## src/mux_chain_channel_select_spi_unit_defines.svh

```systemverilog
// Assertion macros for the mux chain channel select SPI unit.
// Included by files that carry concurrent assertions; needs clk and rst_n in scope.
`ifndef MUX_CHAIN_CHANNEL_SELECT_SPI_UNIT_DEFINES_SVH
`define MUX_CHAIN_CHANNEL_SELECT_SPI_UNIT_DEFINES_SVH
`ifndef SYNTHESIS
`define MCSS_ASSERT_CLK(label, prop, msg) \
    label: assert property (@(posedge clk) disable iff (!rst_n) (prop)) else $error(msg);
`define MCSS_ASSERT_NEVER(label, cond, msg) \
    label: assert property (@(posedge clk) disable iff (!rst_n) !(cond)) else $error(msg);
`else
`define MCSS_ASSERT_CLK(label, prop, msg)
`define MCSS_ASSERT_NEVER(label, cond, msg)
`endif
`endif

```

## src/mcss_pkg.sv

```systemverilog
// Shared types and constants for the mux chain channel select SPI unit.
// No dependencies; used by the front end, the queue, the shadow engine and the top level.
package mcss_pkg;

    localparam int CHAIN_W = 5;
    localparam int DEV_W   = 4;

    localparam logic [2:0] REQ_SEL_A  = 3'd0;
    localparam logic [2:0] REQ_SEL_B  = 3'd1;
    localparam logic [2:0] REQ_NEXT_A = 3'd2;
    localparam logic [2:0] REQ_NEXT_B = 3'd3;
    localparam logic [2:0] REQ_ALL_A  = 3'd4;
    localparam logic [2:0] REQ_ALL_B  = 3'd5;
    localparam logic [2:0] REQ_CLEAR  = 3'd6;

    localparam logic [1:0] OP_ROW    = 2'd0;
    localparam logic [1:0] OP_ALL    = 2'd1;
    localparam logic [1:0] OP_CLEAR  = 2'd2;
    localparam logic [1:0] OP_REJECT = 2'd3;

    localparam logic [31:0] ROW_ALL_A = 32'h0000_FFFF;
    localparam logic [31:0] ROW_ALL_B = 32'hFFFF_0000;

    typedef struct packed {
        logic [1:0]       op;
        logic [DEV_W-1:0] row;
        logic [31:0]      data;
    } desc_t;

endpackage

```

## src/mcss_channels.sv

```systemverilog
// Handshake channels of the mux chain channel select SPI unit.
// Depends on nothing; carries valid, ready and the payload of each channel.
interface mcss_req_if;
    logic       valid;
    logic       ready;
    logic [2:0] req_type;
    logic [7:0] channel;

    modport source (output valid, output req_type, output channel, input ready);
    modport sink (input valid, input req_type, input channel, output ready);
endinterface

interface mcss_rsp_if;
    logic       valid;
    logic       ready;
    logic       ok;
    logic [7:0] spi_byte;
    logic       last;

    modport source (output valid, output ok, output spi_byte, output last, input ready);
    modport sink (input valid, input ok, input spi_byte, input last, output ready);
endinterface

```

## src/mcss_front.sv

```systemverilog
// Command front end: accepts requests, tracks active channels, builds descriptors.
// Depends on mcss_pkg and the request channel interface.
module mcss_front (
    input  logic                        clk,
    input  logic                        rst_n,
    mcss_req_if.sink                    req,
    input  logic [mcss_pkg::CHAIN_W-1:0] n_eff,
    input  logic                        q_ready,
    output logic                        push,
    output mcss_pkg::desc_t             push_desc
);

    logic [7:0]  active_a_reg;
    logic [7:0]  active_b_reg;
    logic [7:0]  nxt_a;
    logic [7:0]  nxt_b;
    logic [7:0]  ch_sel;
    logic        is_sel;
    logic        is_next;
    logic        bus_b;
    logic        in_range;
    logic [mcss_pkg::CHAIN_W-1:0] dev;
    logic [15:0] word;
    logic        accept;

    assign req.ready = q_ready;
    assign accept    = req.valid && q_ready;

    always_comb
    begin
        nxt_a = active_a_reg + 8'd1;
        if ({1'b0, nxt_a[7:4]} >= n_eff)
        begin
            nxt_a = 8'd0;
        end
        nxt_b = active_b_reg + 8'd1;
        if ({1'b0, nxt_b[7:4]} >= n_eff)
        begin
            nxt_b = 8'd0;
        end
    end

    assign is_sel  = (req.req_type == mcss_pkg::REQ_SEL_A) ||
                     (req.req_type == mcss_pkg::REQ_SEL_B);
    assign is_next = (req.req_type == mcss_pkg::REQ_NEXT_A) ||
                     (req.req_type == mcss_pkg::REQ_NEXT_B);
    assign bus_b   = (req.req_type == mcss_pkg::REQ_SEL_B) ||
                     (req.req_type == mcss_pkg::REQ_NEXT_B);

    always_comb
    begin
        if (is_sel)
        begin
            ch_sel = req.channel;
        end
        else if (bus_b)
        begin
            ch_sel = nxt_b;
        end
        else
        begin
            ch_sel = nxt_a;
        end
    end

    assign in_range = {1'b0, ch_sel[7:4]} < n_eff;
    assign dev      = n_eff - 5'd1 - {1'b0, ch_sel[7:4]};
    assign word     = 16'h0001 << ch_sel[3:0];

    always_comb
    begin
        push_desc.op   = mcss_pkg::OP_ROW;
        push_desc.row  = dev[mcss_pkg::DEV_W-1:0];
        push_desc.data = bus_b ? {word, ~word} : {~word, word};
        push           = accept;
        unique case (req.req_type)
            mcss_pkg::REQ_SEL_A, mcss_pkg::REQ_SEL_B,
            mcss_pkg::REQ_NEXT_A, mcss_pkg::REQ_NEXT_B:
            begin
                if (!in_range)
                begin
                    push_desc.op = mcss_pkg::OP_REJECT;
                end
            end
            mcss_pkg::REQ_ALL_A:
            begin
                push_desc.op   = mcss_pkg::OP_ALL;
                push_desc.data = mcss_pkg::ROW_ALL_A;
            end
            mcss_pkg::REQ_ALL_B:
            begin
                push_desc.op   = mcss_pkg::OP_ALL;
                push_desc.data = mcss_pkg::ROW_ALL_B;
            end
            mcss_pkg::REQ_CLEAR:
            begin
                push_desc.op = mcss_pkg::OP_CLEAR;
            end
            default:
            begin
                push = 1'b0;
            end
        endcase
    end

    always_ff @(posedge clk or negedge rst_n)
    begin
        if (!rst_n)
        begin
            active_a_reg <= 8'd0;
            active_b_reg <= 8'd0;
        end
        else if (accept && (is_sel || is_next) && in_range)
        begin
            if (bus_b)
            begin
                active_b_reg <= ch_sel;
            end
            else
            begin
                active_a_reg <= ch_sel;
            end
        end
    end

endmodule

```

## src/mcss_queue.sv

```systemverilog
// Two-entry descriptor queue between the command front end and the shadow engine.
// Depends on mcss_pkg for the descriptor type.
module mcss_queue (
    input  logic            clk,
    input  logic            rst_n,
    input  logic            push,
    input  mcss_pkg::desc_t push_desc,
    output logic            q_ready,
    input  logic            pop,
    output logic            q_valid,
    output mcss_pkg::desc_t q_desc
);

    mcss_pkg::desc_t entries_reg [2];
    logic            wr_ptr_reg;
    logic            rd_ptr_reg;
    logic [1:0]      count_reg;

    assign q_ready = count_reg != 2'd2;
    assign q_valid = count_reg != 2'd0;
    assign q_desc  = entries_reg[rd_ptr_reg];

    always_ff @(posedge clk)
    begin
        if (push)
        begin
            entries_reg[wr_ptr_reg] <= push_desc;
        end
    end

    always_ff @(posedge clk or negedge rst_n)
    begin
        if (!rst_n)
        begin
            wr_ptr_reg <= 1'b0;
            rd_ptr_reg <= 1'b0;
            count_reg  <= 2'd0;
        end
        else
        begin
            if (push)
            begin
                wr_ptr_reg <= ~wr_ptr_reg;
            end
            if (pop)
            begin
                rd_ptr_reg <= ~rd_ptr_reg;
            end
            if (push && !pop)
            begin
                count_reg <= count_reg + 2'd1;
            end
            else if (pop && !push)
            begin
                count_reg <= count_reg - 2'd1;
            end
        end
    end

endmodule

```

## src/mcss_back.sv

```systemverilog
// Shadow engine: applies descriptors to the row memory and streams the shadow bytes.
// Depends on mcss_pkg and the response channel interface.
module mcss_back #(
    parameter int MAX_CHAIN = 16
) (
    input  logic                         clk,
    input  logic                         rst_n,
    input  logic [mcss_pkg::CHAIN_W-1:0] n_eff,
    input  logic                         q_valid,
    input  mcss_pkg::desc_t              q_desc,
    output logic                         pop,
    mcss_rsp_if.source                   rsp
);

    localparam int ROW_W = (MAX_CHAIN > 1) ? $clog2(MAX_CHAIN) : 1;

    localparam logic [1:0] ST_IDLE = 2'd0;
    localparam logic [1:0] ST_EXEC = 2'd1;
    localparam logic [1:0] ST_READ = 2'd2;
    localparam logic [1:0] ST_SEND = 2'd3;

    logic [1:0]           state_reg;
    logic [ROW_W-1:0]     row_reg;
    logic [1:0]           byte_reg;
    mcss_pkg::desc_t      cmd_reg;
    logic [31:0]          mem [MAX_CHAIN];
    logic [MAX_CHAIN-1:0] valid_reg;
    logic [31:0]          rd_data_reg;
    logic                 rd_valid_reg;
    logic                 out_valid_reg;
    logic                 out_ok_reg;
    logic [7:0]           out_byte_reg;
    logic                 out_last_reg;

    logic                 out_free;
    logic                 emit;
    logic                 row_last;
    logic                 wr_en;
    logic [ROW_W-1:0]     wr_addr;
    logic [31:0]          src_row;
    logic [7:0]           src_byte;

    assign out_free = !out_valid_reg || rsp.ready;
    assign emit     = out_free &&
                      (((state_reg == ST_EXEC) && (cmd_reg.op == mcss_pkg::OP_REJECT)) ||
                       (state_reg == ST_SEND));
    assign row_last = ({{(mcss_pkg::CHAIN_W-ROW_W){1'b0}}, row_reg} == (n_eff - 5'd1));
    assign pop      = (state_reg == ST_IDLE) && q_valid;

    assign rsp.valid    = out_valid_reg;
    assign rsp.ok       = out_ok_reg;
    assign rsp.spi_byte = out_byte_reg;
    assign rsp.last     = out_last_reg;

    assign wr_en   = (state_reg == ST_EXEC) &&
                     ((cmd_reg.op == mcss_pkg::OP_ROW) || (cmd_reg.op == mcss_pkg::OP_ALL));
    assign wr_addr = (cmd_reg.op == mcss_pkg::OP_ROW) ? cmd_reg.row[ROW_W-1:0] : row_reg;

    assign src_row = rd_valid_reg ? rd_data_reg : 32'd0;

    always_comb
    begin
        unique case (byte_reg)
            2'd0: src_byte = src_row[31:24];
            2'd1: src_byte = src_row[23:16];
            2'd2: src_byte = src_row[15:8];
            default: src_byte = src_row[7:0];
        endcase
    end

    always_ff @(posedge clk)
    begin
        if (wr_en)
        begin
            mem[wr_addr] <= cmd_reg.data;
        end
        if (state_reg == ST_READ)
        begin
            rd_data_reg  <= mem[row_reg];
            rd_valid_reg <= valid_reg[row_reg];
        end
    end

    always_ff @(posedge clk)
    begin
        if (pop)
        begin
            cmd_reg <= q_desc;
        end
    end

    always_ff @(posedge clk or negedge rst_n)
    begin
        if (!rst_n)
        begin
            state_reg     <= ST_IDLE;
            row_reg       <= '0;
            byte_reg      <= 2'd0;
            valid_reg     <= '0;
            out_valid_reg <= 1'b0;
            out_ok_reg    <= 1'b0;
            out_byte_reg  <= 8'd0;
            out_last_reg  <= 1'b0;
        end
        else
        begin
            if (emit)
            begin
                out_valid_reg <= 1'b1;
            end
            else if (rsp.ready)
            begin
                out_valid_reg <= 1'b0;
            end
            unique case (state_reg)
                ST_IDLE:
                begin
                    if (q_valid)
                    begin
                        row_reg   <= '0;
                        state_reg <= ST_EXEC;
                    end
                end
                ST_EXEC:
                begin
                    unique case (cmd_reg.op)
                        mcss_pkg::OP_ROW:
                        begin
                            valid_reg[cmd_reg.row[ROW_W-1:0]] <= 1'b1;
                            row_reg                           <= '0;
                            state_reg                         <= ST_READ;
                        end
                        mcss_pkg::OP_ALL:
                        begin
                            valid_reg[row_reg] <= 1'b1;
                            if (row_last)
                            begin
                                row_reg   <= '0;
                                state_reg <= ST_READ;
                            end
                            else
                            begin
                                row_reg <= row_reg + 1'b1;
                            end
                        end
                        mcss_pkg::OP_CLEAR:
                        begin
                            valid_reg <= '0;
                            row_reg   <= '0;
                            state_reg <= ST_READ;
                        end
                        default:
                        begin
                            if (out_free)
                            begin
                                out_ok_reg    <= 1'b0;
                                out_byte_reg  <= 8'd0;
                                out_last_reg  <= 1'b1;
                                state_reg     <= ST_IDLE;
                            end
                        end
                    endcase
                end
                ST_READ:
                begin
                    byte_reg  <= 2'd0;
                    state_reg <= ST_SEND;
                end
                default:
                begin
                    if (out_free)
                    begin
                        out_ok_reg    <= 1'b1;
                        out_byte_reg  <= src_byte;
                        out_last_reg  <= (byte_reg == 2'd3) && row_last;
                        byte_reg      <= byte_reg + 2'd1;
                        if (byte_reg == 2'd3)
                        begin
                            if (row_last)
                            begin
                                state_reg <= ST_IDLE;
                            end
                            else
                            begin
                                row_reg   <= row_reg + 1'b1;
                                state_reg <= ST_READ;
                            end
                        end
                    end
                end
            endcase
        end
    end

endmodule

```

## src/mux_chain_channel_select_spi_unit.sv

```systemverilog
// A request enters the two-entry queue, is popped into the command register in the idle
// state and is applied in the execute state, which steps through every device row for
// all-A or all-B. Each device's row is then read in the read state and its four bytes are
// sent through the output register; a rejection sends a single byte from the execute state.
// The front end accepts up to two further commands into the queue meanwhile.
// Reset: the shadow reads as zero, active channels are zero, the chain length is one.
`include "mux_chain_channel_select_spi_unit_defines.svh"

module mux_chain_channel_select_spi_unit #(
    parameter int MAX_CHAIN = 16
) (
    input  logic                         clk,
    input  logic                         rst_n,
    mcss_req_if.sink                     req,
    mcss_rsp_if.source                   rsp,
    input  logic                         cfg_we,
    input  logic [mcss_pkg::CHAIN_W-1:0] cfg_wdata
);

    logic [mcss_pkg::CHAIN_W-1:0] chain_reg;
    logic [mcss_pkg::CHAIN_W-1:0] n_eff;
    logic                         push;
    logic                         q_ready;
    logic                         q_valid;
    logic                         pop;
    mcss_pkg::desc_t              push_desc;
    mcss_pkg::desc_t              q_desc;

    always_ff @(posedge clk or negedge rst_n)
    begin
        if (!rst_n)
        begin
            chain_reg <= 5'd1;
        end
        else if (cfg_we)
        begin
            chain_reg <= cfg_wdata;
        end
    end

    always_comb
    begin
        priority if (chain_reg == 5'd0)
        begin
            n_eff = 5'd1;
        end
        else if (chain_reg > 5'(MAX_CHAIN))
        begin
            n_eff = 5'(MAX_CHAIN);
        end
        else
        begin
            n_eff = chain_reg;
        end
    end

    mcss_front u_front (
        .clk       (clk),
        .rst_n     (rst_n),
        .req       (req),
        .n_eff     (n_eff),
        .q_ready   (q_ready),
        .push      (push),
        .push_desc (push_desc)
    );

    mcss_queue u_queue (
        .clk       (clk),
        .rst_n     (rst_n),
        .push      (push),
        .push_desc (push_desc),
        .q_ready   (q_ready),
        .pop       (pop),
        .q_valid   (q_valid),
        .q_desc    (q_desc)
    );

    mcss_back #(
        .MAX_CHAIN (MAX_CHAIN)
    ) u_back (
        .clk     (clk),
        .rst_n   (rst_n),
        .n_eff   (n_eff),
        .q_valid (q_valid),
        .q_desc  (q_desc),
        .pop     (pop),
        .rsp     (rsp)
    );

    `MCSS_ASSERT_NEVER(a_push_full, push && !q_ready, "descriptor pushed into a full queue")
    `MCSS_ASSERT_NEVER(a_pop_empty, pop && !q_valid, "descriptor popped from an empty queue")
    `MCSS_ASSERT_CLK(a_reject_form, rsp.valid && !rsp.ok |-> rsp.last && (rsp.spi_byte == 8'd0), "bad rejection")

endmodule
```

## src/flat_wrapper.sv

```systemverilog
// flat-port wrapper written by rule: the top's interface ports become plain ports
module mux_chain_channel_select_spi_unit_flat 
#(
    parameter int MAX_CHAIN = 16
)
  (clk, rst_n, cfg_we, cfg_wdata, req_valid, req_req_type, req_channel, req_ready, rsp_valid, rsp_ok, rsp_spi_byte, rsp_last, rsp_ready);
  mcss_req_if req_i ();
  mcss_rsp_if rsp_i ();
  input  logic clk;
  input  logic rst_n;
  input  logic cfg_we;
  input  logic [mcss_pkg::CHAIN_W-1:0] cfg_wdata;
  input wire logic [$bits(req_i.valid)-1:0] req_valid;
  input wire logic [$bits(req_i.req_type)-1:0] req_req_type;
  input wire logic [$bits(req_i.channel)-1:0] req_channel;
  output wire logic [$bits(req_i.ready)-1:0] req_ready;
  output wire logic [$bits(rsp_i.valid)-1:0] rsp_valid;
  output wire logic [$bits(rsp_i.ok)-1:0] rsp_ok;
  output wire logic [$bits(rsp_i.spi_byte)-1:0] rsp_spi_byte;
  output wire logic [$bits(rsp_i.last)-1:0] rsp_last;
  input wire logic [$bits(rsp_i.ready)-1:0] rsp_ready;
  assign req_i.valid = req_valid;
  assign req_i.req_type = req_req_type;
  assign req_i.channel = req_channel;
  assign req_ready = req_i.ready;
  assign rsp_valid = rsp_i.valid;
  assign rsp_ok = rsp_i.ok;
  assign rsp_spi_byte = rsp_i.spi_byte;
  assign rsp_last = rsp_i.last;
  assign rsp_i.ready = rsp_ready;
  mux_chain_channel_select_spi_unit #(.MAX_CHAIN(MAX_CHAIN)) u_core (.clk(clk), .rst_n(rst_n), .req(req_i), .rsp(rsp_i), .cfg_we(cfg_we), .cfg_wdata(cfg_wdata));
endmodule
```

## config.mk

```make
export PLATFORM = sky130hd
export DESIGN_NAME = mux_chain_channel_select_spi_unit_flat
export DESIGN_NICKNAME = d
export VERILOG_FILES = /design/src/mcss_pkg.sv /design/src/mcss_channels.sv /design/src/mcss_front.sv /design/src/mcss_queue.sv /design/src/mcss_back.sv /design/src/mux_chain_channel_select_spi_unit.sv /design/src/flat_wrapper.sv
export VERILOG_INCLUDE_DIRS = /design/src /design/src/src
export SDC_FILE = /design/constraint.sdc
export NUM_CORES = 1
export LEC_CHECK = 0
export BUFFER_PORTS_ARGS = -buffer_cell sky130_fd_sc_hd__buf_2
export CAP_MARGIN = 40
export CELL_PAD_IN_SITES_DETAIL_PLACEMENT = 0
export CELL_PAD_IN_SITES_GLOBAL_PLACEMENT = 1
export CORE_MARGIN = 2
export CORE_UTILIZATION = 45
export CTS_CLUSTER_SIZE = 8
export DETAILED_ROUTE_END_ITERATION = 8
export GPL_TIMING_DRIVEN = 0
export PLACE_DENSITY_LB_ADDON = 0.1
export SKIP_CTS_REPAIR_TIMING = 1
export SLEW_MARGIN = 20
export SYNTH_ARGS = -nofsm -noshare
export SYNTH_HDL_FRONTEND = slang
export SYNTH_SLANG_ARGS = --single-unit
export TNS_END_PERCENT = 100
```

## constraint.sdc

```tcl
create_clock -name clk -period 4.9 [get_ports clk]
set_input_delay 0.49 -clock clk [delete_from_list [all_inputs] [get_ports clk]]
set_output_delay 0.49 -clock clk [all_outputs]
set_load 0.01 [all_outputs]
```

==> metrics.txt, run 1 <==
# TYPE chip_impl_metric gauge
chip_impl_metric{name="timing_worst_slew_pin_value",unit="ps"} 872
chip_impl_info{name="crit_path_top_delay_cell",value="or3_4"} 1
chip_impl_metric{name="syn-instance-count",unit=""} 1527
chip_impl_info{name="cts.root.buffer_cell",value="clkbuf_16"} 1
chip_impl_info{name="path_delay_family",value="simple AND/OR/NAND/NOR gates"} 1
chip_impl_metric{name="final.setup_skew",unit="ps"} 28.5
chip_impl_metric{name="antenna_violating_nets_post_route",unit=""} 0
chip_impl_info{name="layout.cells.most_common_list",value="edfxtp_1 (659), mux4_2 (166), clkbuf_16 (101), clkbuf_1 (96), nand2_1 (64)"} 1
chip_impl_info{name="layout_commonest_cell",value="edfxtp_1"} 1
chip_impl_metric{name="layoutNonFillerInstCount",unit=""} 2623
chip_impl_metric{name="floorplan.die.height",unit="um"} 259
chip_impl_metric{name="drt-initial-drc-count",unit=""} 1470
chip_impl_metric{name="avgRoutedWirePerCell",unit="um"} 27.9
chip_impl_metric{name="fp-row-count",unit=""} 93
chip_impl_info{name="worstSetupStartpoint",value="u_core.u_front.active_b_reg[0]"} 1
chip_impl_metric{name="floorplan.initialDensity",unit="%"} 45.4
chip_impl_metric{name="synth-compound-area-share",unit="%"} 3.45
chip_impl_metric{name="multiInputGateArea",unit="um2"} 7790
chip_impl_metric{name="tritoncts_num_sinks",unit=""} 719
chip_impl_metric{name="grt_first_pass_wirelength",unit="mm"} 106
chip_impl_metric{name="post_synth_xor_area_fraction",unit="%"} 0.629
chip_impl_metric{name="antenna_violations_before_repair",unit=""} 3
chip_impl_metric{name="flow.area_growth_from_synthesis",unit="%"} 18.8
chip_impl_metric{name="routed_via_density",unit=""} 5.79
chip_impl_info{name="dominantRegCellSynth",value="edfxtp_1"} 1
chip_impl_metric{name="critical_path_arrival",unit="ps"} 5140
chip_impl_metric{name="period_share",unit="%"} 94.6
chip_impl_metric{name="ys_ff_latch",unit=""} 719
chip_impl_metric{name="max_freq",unit="MHz"} 216
chip_impl_info{name="combinational_family_with_the_most_area_after_synthesis",value="multiplexers"} 1
chip_impl_metric{name="dp.final_hpwl",unit="mm"} 49.8
chip_impl_metric{name="cts_htree_levels",unit=""} 3
chip_impl_metric{name="number_of_hold_violations_in_the_final_report",unit=""} 0
chip_impl_metric{name="design.final.nets",unit=""} 1772
chip_impl_metric{name="rr_worst_depth",unit=""} 20
chip_impl_metric{name="wirelength",unit="mm"} 73.1
chip_impl_metric{name="dp_slack",unit="ps"} -1130
chip_impl_metric{name="gr-usage-all-layers",unit="%"} 22.2
chip_impl_metric{name="pin_count_of_the_biggest_net_entering_global_routing",unit=""} 37
chip_impl_metric{name="n_fill_cell",unit=""} 5010
chip_impl_metric{name="path_max_fanout",unit=""} 8
chip_impl_metric{name="synth_mux_area_share",unit="%"} 15.8
chip_impl_metric{name="drc",unit=""} 0
chip_impl_info{name="worst_hold_path_type",value="in -> reg"} 1
chip_impl_metric{name="hold_slack",unit="ps"} 82.6
chip_impl_metric{name="routabilityCongestion",unit=""} 0.855
chip_impl_metric{name="setup_viol",unit=""} 0
chip_impl_metric{name="design.core.area",unit="um2"} 64300
chip_impl_info{name="tritoncts",value="done"} 1
chip_impl_metric{name="synth-simple-area-share",unit="%"} 4.65
chip_impl_metric{name="dp.cells",unit=""} 2467
chip_impl_metric{name="numCtsBuffers",unit=""} 100
chip_impl_metric{name="r2r_setup_slack",unit="ps"} 270
chip_impl_metric{name="required",unit="ps"} 5410
chip_impl_metric{name="clk_transition_reported_paths",unit="ps"} 50
chip_impl_metric{name="min_cycle_time_layout",unit="ps"} 4630
chip_impl_metric{name="post_synth_fa_ha_maj_area_fraction",unit="%"} 1.27
chip_impl_info{name="crit_end",value="u_core.u_front.active_a_reg[5]"} 1
chip_impl_metric{name="pin_count",unit=""} 33
chip_impl_metric{name="yosysWarningCount",unit=""} 0
chip_impl_metric{name="syn-num-nets",unit=""} 1577
chip_impl_metric{name="io_buffer_count",unit=""} 32
chip_impl_metric{name="largest_reg_flops",unit=""} 512
chip_impl_info{name="crit_chain",value="ha_1, nand3_1, xor2_1, inv_1, ha_4, a21o_1, a31oi_4, nor4b_2, or3_4, nor2_1, a21oi_1, o21ai_2, ha_1, nor2b_1, o21ai_1, nand2b_1, a21oi_1, o21bai_2, or3_4, mux2_2"} 1
chip_impl_info{name="worst-setup-path-type",value="reg -> reg"} 1
chip_impl_info{name="regToRegStartpoint",value="u_core.u_front.active_b_reg[0]"} 1
chip_impl_metric{name="die_width",unit="um"} 259
chip_impl_metric{name="power.ir.vdd_worst",unit="mV"} 0.264
chip_impl_info{name="worst_r2r_endpoint",value="u_core.u_front.active_a_reg[5]"} 1
chip_impl_metric{name="critical_path_cell_count",unit=""} 20
chip_impl_metric{name="timing.slew.headroom",unit="%"} 41.9
chip_impl_metric{name="syn_area",unit="um2"} 29200
chip_impl_metric{name="drv_slew",unit=""} 0
chip_impl_metric{name="leakagePower",unit="nW"} 11.4
chip_impl_metric{name="dieArea",unit="um2"} 67000
chip_impl_metric{name="cp.buffers_inverters",unit=""} 1
chip_impl_metric{name="worstSkewPairLatency",unit="ps"} 630
chip_impl_metric{name="drt_first_pass_iters",unit=""} 5
chip_impl_metric{name="postSynth.asyncResetShare",unit="%"} 8.34
chip_impl_metric{name="powerDensity",unit="nW/um2"} 598
chip_impl_metric{name="vias",unit=""} 15200
chip_impl_metric{name="synthDistinctLibCells",unit=""} 63
chip_impl_metric{name="number_of_global_route_vias_before_repair",unit=""} 15600
chip_impl_metric{name="max_cap_violations",unit=""} 0
chip_impl_metric{name="postLayoutSetupSlackWorst",unit="ps"} 266
chip_impl_info{name="run_status",value="completed"} 1
chip_impl_metric{name="critPathMaxStageDelay",unit="ps"} 470
chip_impl_metric{name="synth_edf_count",unit=""} 659
chip_impl_metric{name="maximum_buffer_depth_of_the_clock_tree",unit=""} 3
chip_impl_info{name="worstSetupEndpointType",value="flop"} 1
chip_impl_metric{name="drive_gt1_share",unit="%"} 28.3
chip_impl_metric{name="synth.avg_cell_area",unit="um2"} 19.1
chip_impl_info{name="crit_path_start_kind",value="flop"} 1
chip_impl_metric{name="grt.overflow.total",unit=""} 0
chip_impl_metric{name="synth.yosys.seq_area_share",unit="%"} 72.9
chip_impl_metric{name="ff_latch_area",unit="um2"} 21300
per-layer routing:
metal / share of wire (%) / vias to the layer above / GRT usage [%]
met3: 5.9 / 114 / 4.18
met1: 42 / 7981 / 29.8
met5: 0.025 / - / 0
li1: - / 6621 / -
met2: 50 / 476 / 36.7
met4: 2.8 / 2 / 7.56
layout make-up:
| cell class | count | area share, % |
|---|---|---|
| clock buffers | 141 | 7.71 |
| plain buffers | 80 | 0.987 |
| inverters | 19 | 0.205 |
| multi-input cells | 707 | 22.4 |
| flip-flops and latches | 719 | 61.3 |
| clock inverters | 6 | 0.281 |
| repair buffers | 95 | 3.98 |
| diodes | 1 | 0.00721 |
| well taps | 855 | 3.08 |
through the flow:
stage | utilization [%] | setup TNS, ps | power [mW] | area, um2
CTS | 53.6 | -22290 | 20.8 | 34500
global placement | 47.3 | -602060 | 14.2 | 30500
detailed placement | 49.3 | -21060 | 14.6 | 31700
finish | 54.0 | 0 | 20.8 | 34700
floorplan | - | 0 | 12.3 | 29200
global route | 54.0 | -15.2 | 21.7 | 34700
kinds of logic (layout without fill, tap and decap cells):
group,after synthesis,in the layout
muxes,246,246
adders and majority gates,29,29
and+or+nand+nor,256,256
other,0,1
xor gates and xnor gates,21,21
AOI/OAI and AO/OA,155,155
buffers and inverters,101,341
DFF,719,719
worst reg2reg max path, cell delays in order, from the launching register on:
cell      delay, ps
dfrtp_2         440
ha_1            260
nand3_1         120
xor2_1          210
inv_1           110
ha_4            260
a21o_1          180
a31oi_4         250
nor4b_2         120
or3_4           420
nor2_1          120
a21oi_1          60
o21ai_2         250
ha_1            280
nor2b_1         130
o21ai_1         120
nand2b_1         80
a21oi_1         210
o21bai_2        110
or3_4           470
mux2_2          300
worst min path at each step:
stage | start | endpoint | depth (start not counted)
3_5_place_dp | rst_n | u_core.u_back.rsp.spi_byte[1] | 1
3_3_place_gp | u_core.u_back.rsp.ok | u_core.u_back.rsp.ok | 2
6_report | cfg_wdata[3] | u_core.chain_reg[3] | 3
2_1_floorplan | rst_n | u_core.chain_reg[1] | 0
5_1_grt | cfg_wdata[1] | u_core.chain_reg[1] | 2
4_1_cts | rst_n | u_core.u_back.rsp.spi_byte[1] | 1
Yosys cell counts (3+ instances only):
cell | count | area [um2]
xnor2_1 | 7 | 61.3
nor4_2 | 7 | 87.6
o21ai_0 | 54 | 270
nor2_1 | 52 | 195
a31oi_1 | 6 | 37.5
and3_1 | 4 | 25.0
a211o_1 | 5 | 43.8
buf_2 | 3 | 15.0
mux4_2 | 166 | 3740
nand2_1 | 64 | 240
o31ai_1 | 7 | 52.6
xor2_1 | 14 | 123
mux2_2 | 59 | 664
nand3_1 | 13 | 65.1
edfxtp_1 | 659 | 19800
a22o_1 | 8 | 70.1
a21o_1 | 3 | 22.5
mux2i_1 | 21 | 210
clkbuf_1 | 62 | 233
nand4_1 | 11 | 68.8
nor3b_1 | 5 | 37.5
buf_1 | 15 | 56.3
a21oi_1 | 34 | 170
nor3_1 | 27 | 135
dfrtp_1 | 59 | 1480
a222oi_1 | 8 | 80.1
a211oi_1 | 4 | 30.0
inv_1 | 19 | 71.3
nor2b_1 | 7 | 43.8
o22ai_1 | 5 | 31.3
or3_1 | 26 | 163
nand2b_1 | 19 | 119
ha_1 | 28 | 350
o32ai_1 | 3 | 26.3
nor4_1 | 8 | 50.1
where the power goes:
part / internal, mW / total, mW / switching, mW
Sequential: 8.27 / 9.12 / 0.851
Clock: 3.77 / 6.19 / 2.42
Combinational: 2.31 / 5.45 / 3.14
Total: 14.4 / 20.8 / 6.41
(Power assumes the default switching activity.)
==> inputs of run 2 (changes only) <==
- SYNTH_HIERARCHICAL: default -> 1
==> run 2 against run 1 <==
Power down 2.7%. First-iteration DRC count is 13% lower. Combinational power down 5.5%. Worst hold slack lost 16 ps. Final cell count down 1.6%. Via count is 1.3% lower.
==> metrics.txt, run 2 <==
# TYPE chip_impl_metric gauge
chip_impl_metric{name="synth_edf_count",unit=""} 659
chip_impl_metric{name="cts_htree_levels",unit=""} 3
chip_impl_metric{name="syn-instance-count",unit=""} 1498
chip_impl_metric{name="final.setup_skew",unit="ps"} 32.1
chip_impl_metric{name="critical_path_arrival",unit="ps"} 5090
chip_impl_metric{name="design.core.area",unit="um2"} 64300
chip_impl_metric{name="layoutNonFillerInstCount",unit=""} 2580
chip_impl_metric{name="required",unit="ps"} 5410
chip_impl_metric{name="syn-num-nets",unit=""} 1550
chip_impl_metric{name="antenna_violations_before_repair",unit=""} 5
chip_impl_info{name="layout.cells.most_common_list",value="edfxtp_1 (659), mux4_2 (165), clkbuf_16 (102), clkbuf_1 (69), nand2_1 (69)"} 1
chip_impl_metric{name="routed_via_density",unit=""} 5.81
chip_impl_metric{name="syn_area",unit="um2"} 29200
chip_impl_metric{name="drt_first_pass_iters",unit=""} 5
chip_impl_metric{name="floorplan.initialDensity",unit="%"} 45.4
chip_impl_metric{name="critPathMaxStageDelay",unit="ps"} 460
chip_impl_metric{name="drive_gt1_share",unit="%"} 28.0
chip_impl_info{name="synth_largest_area_cell",value="edfxtp_1"} 1
chip_impl_metric{name="flow.area_growth_from_synthesis",unit="%"} 17.8
chip_impl_metric{name="netlist.area_leader.share",unit="%"} 67.8
chip_impl_metric{name="vias",unit=""} 15000
chip_impl_metric{name="routabilityCongestion",unit=""} 0.838
chip_impl_info{name="crit_path_start_kind",value="flop"} 1
chip_impl_metric{name="dp.final_hpwl",unit="mm"} 47.2
chip_impl_metric{name="timing_worst_slew_pin_value",unit="ps"} 1000
chip_impl_metric{name="max_cap_violations",unit=""} 0
chip_impl_metric{name="numCtsBuffers",unit=""} 100
chip_impl_info{name="dominantRegCellSynth",value="edfxtp_1"} 1
chip_impl_metric{name="dp.cells",unit=""} 2427
chip_impl_metric{name="clk_transition_reported_paths",unit="ps"} 50
chip_impl_metric{name="wirelength",unit="mm"} 71.2
chip_impl_metric{name="die_width",unit="um"} 259
chip_impl_metric{name="setup_viol",unit=""} 0
chip_impl_metric{name="io_buffer_count",unit=""} 30
chip_impl_metric{name="drt-initial-drc-count",unit=""} 1278
chip_impl_metric{name="floorplan.die.height",unit="um"} 259
chip_impl_info{name="worstSetupEndpointType",value="flop"} 1
chip_impl_metric{name="leakagePower",unit="nW"} 11.3
chip_impl_info{name="worst-setup-path-type",value="reg -> reg"} 1
chip_impl_metric{name="timing.slew.headroom",unit="%"} 33.2
chip_impl_metric{name="dp_slack",unit="ps"} -842
chip_impl_metric{name="tritoncts_num_sinks",unit=""} 719
chip_impl_metric{name="synth.avg_cell_area",unit="um2"} 19.5
chip_impl_metric{name="max_freq",unit="MHz"} 219
chip_impl_info{name="post_synth_most_frequent_cells",value="edfxtp_1 (659), mux4_2 (165), nand2_1 (69)"} 1
chip_impl_metric{name="path_max_fanout",unit=""} 10
chip_impl_info{name="layout_commonest_cell",value="edfxtp_1"} 1
chip_impl_metric{name="dieArea",unit="um2"} 66900
chip_impl_metric{name="pin_count",unit=""} 33
chip_impl_metric{name="ys_ff_latch",unit=""} 719
chip_impl_metric{name="n_fill_cell",unit=""} 5050
chip_impl_metric{name="antenna_violating_nets_post_route",unit=""} 0
chip_impl_metric{name="largest_reg_flops",unit=""} 512
chip_impl_metric{name="drv_slew",unit=""} 0
chip_impl_metric{name="min_cycle_time_layout",unit="ps"} 4570
chip_impl_metric{name="cp.buffers_inverters",unit=""} 2
chip_impl_metric{name="drc",unit=""} 0
chip_impl_metric{name="worstSkewPairLatency",unit="ps"} 650
chip_impl_metric{name="postLayoutSetupSlackWorst",unit="ps"} 328
chip_impl_metric{name="multiInputGateArea",unit="um2"} 7570
chip_impl_metric{name="grt.overflow.total",unit=""} 0
chip_impl_info{name="synth_most_common_cell",value="edfxtp_1"} 1
chip_impl_metric{name="power.ir.vdd_worst",unit="mV"} 0.276
chip_impl_info{name="worst_hold_path_type",value="in -> reg"} 1
chip_impl_info{name="netlist_top_cells_area",value="edfxtp_1 (68%), mux4_2 (13%), dfrtp_1 (5.1%)"} 1
chip_impl_metric{name="gr-usage-all-layers",unit="%"} 21.9
chip_impl_metric{name="number_of_global_route_vias_before_repair",unit=""} 15700
chip_impl_metric{name="pin_count_of_the_biggest_net_entering_global_routing",unit=""} 49
chip_impl_metric{name="period_share",unit="%"} 93.3
chip_impl_info{name="cts.root.buffer_cell",value="clkbuf_16"} 1
chip_impl_info{name="tritoncts",value="done"} 1
chip_impl_metric{name="maximum_buffer_depth_of_the_clock_tree",unit=""} 3
chip_impl_metric{name="synthDistinctLibCells",unit=""} 75
chip_impl_metric{name="yosysWarningCount",unit=""} 6
chip_impl_metric{name="design.final.nets",unit=""} 1730
chip_impl_metric{name="synth.yosys.seq_area_share",unit="%"} 72.9
chip_impl_metric{name="ff_latch_area",unit="um2"} 21300
chip_impl_info{name="crit_path_top_delay_cell",value="dfrtp_1"} 1
chip_impl_info{name="crit_chain",value="ha_1, and3_1, nand3_1, xor2_1, inv_1, ha_1, a21oi_1, o21ai_2, a21o_1, o221ai_1, o21a_1, ha_1, nor2b_1, o21a_1, o21a_1, o21ai_2, nor3b_2, clkbuf_4, mux2_2"} 1
chip_impl_info{name="run_status",value="completed"} 1
chip_impl_metric{name="fp-row-count",unit=""} 93
chip_impl_info{name="path_delay_family",value="compound AO/OA/AOI/OAI gates"} 1
chip_impl_metric{name="avgRoutedWirePerCell",unit="um"} 27.6
chip_impl_metric{name="number_of_hold_violations_in_the_final_report",unit=""} 0
chip_impl_metric{name="grt_first_pass_wirelength",unit="mm"} 105
chip_impl_metric{name="powerDensity",unit="nW/um2"} 588
chip_impl_metric{name="hold_slack",unit="ps"} 66.6
chip_impl_metric{name="postSynth.asyncResetShare",unit="%"} 8.34
-- run 2: cell type report --
cell class	instances	share of cell area, %
Sequential cell	719	61.9
Multi-Input combinational cell	677	22.0
Clock buffer	140	7.84
Timing Repair Buffer	78	3.30
Tap cell	855	3.11
Buffer	76	1.19
Clock inverter	8	0.331
Inverter	26	0.284
Antenna cell	1	0.00728
-- run 2: per-stage QoR --
| step | power [mW] | area [um2] | TNS [ps] | utilization, % |
|---|---|---|---|---|
| 2_1_floorplan | 12.1 | 29200 | 0 | - |
| 6_report | 20.2 | 34400 | 0 | 53.4 |
| 5_1_grt | 21.2 | 34400 | -2.64 | 53.4 |
| 3_5_place_dp | 14.1 | 31500 | -9420 | 48.9 |
| 4_1_cts | 20.4 | 34300 | -9410 | 53.3 |
| 3_3_place_gp | 13.8 | 30400 | -395280 | 47.3 |
-- run 2: final timing paths --
| kind | endpoint | slack (ps) | cells past startpoint | startpoint |
|---|---|---|---|---|
| min | u_core/chain_reg[0] | 70 | 3 | cfg_wdata[0] |
| min reg2reg | u_core/u_back/rsp.ok | 480 | 1 | u_core/u_back/rsp.ok |
| max | u_core/u_front/active_b_reg[0] | 330 | 19 | u_core/u_front/active_b_reg[0] |
| min in group asynchronous | u_core/u_back/byte_reg[1] | 260 | 2 | rst_n |
| max in group asynchronous | u_core/chain_reg[0] | 4050 | 3 | rst_n |
| max reg2reg | u_core/u_front/active_b_reg[0] | 330 | 19 | u_core/u_front/active_b_reg[0] |
-- run 2: power breakdown --
group / internal (mW) / switching [mW] / leakage, nW / total (mW)
Sequential: 8.15 / 0.717 / 6.66 / 8.87
Combinational: 2.22 / 2.93 / 3.26 / 5.15
Clock: 3.77 / 2.43 / 1.35 / 6.19
-- run 2: cells by family (layout without fill, tap and decap cells) --
family | count (synthesis) | count (layout) | share of synthesized area, %
adder cells (fa/ha/maj) | 31 | 31 | 1.35
AND/OR/NAND/NOR | 215 | 215 | 3.79
AO/OA/AOI/OAI | 182 | 182 | 4.32
buffers and inverters | 102 | 328 | 1.72
multiplexers | 224 | 224 | 15.1
other | 0 | 1 | 0
XOR/XNOR | 25 | 25 | 0.750
flip-flops | 719 | 719 | 72.9
-- run 2: tightest hold or removal path, stage by stage --
cell and delay (ps):
buf_2 70, nand2_1 40, o21ai_0 60
-- run 2: layer usage --
layer / track usage [%] / up-vias / wire [um]
li1: - / 6471 / -
met5: 0 / - / 0
met3: 4.61 / 92 / 4130
met1: 28.7 / 8000 / 29500
met4: 6.17 / 0 / 1400
met2: 37.1 / 427 / 36300
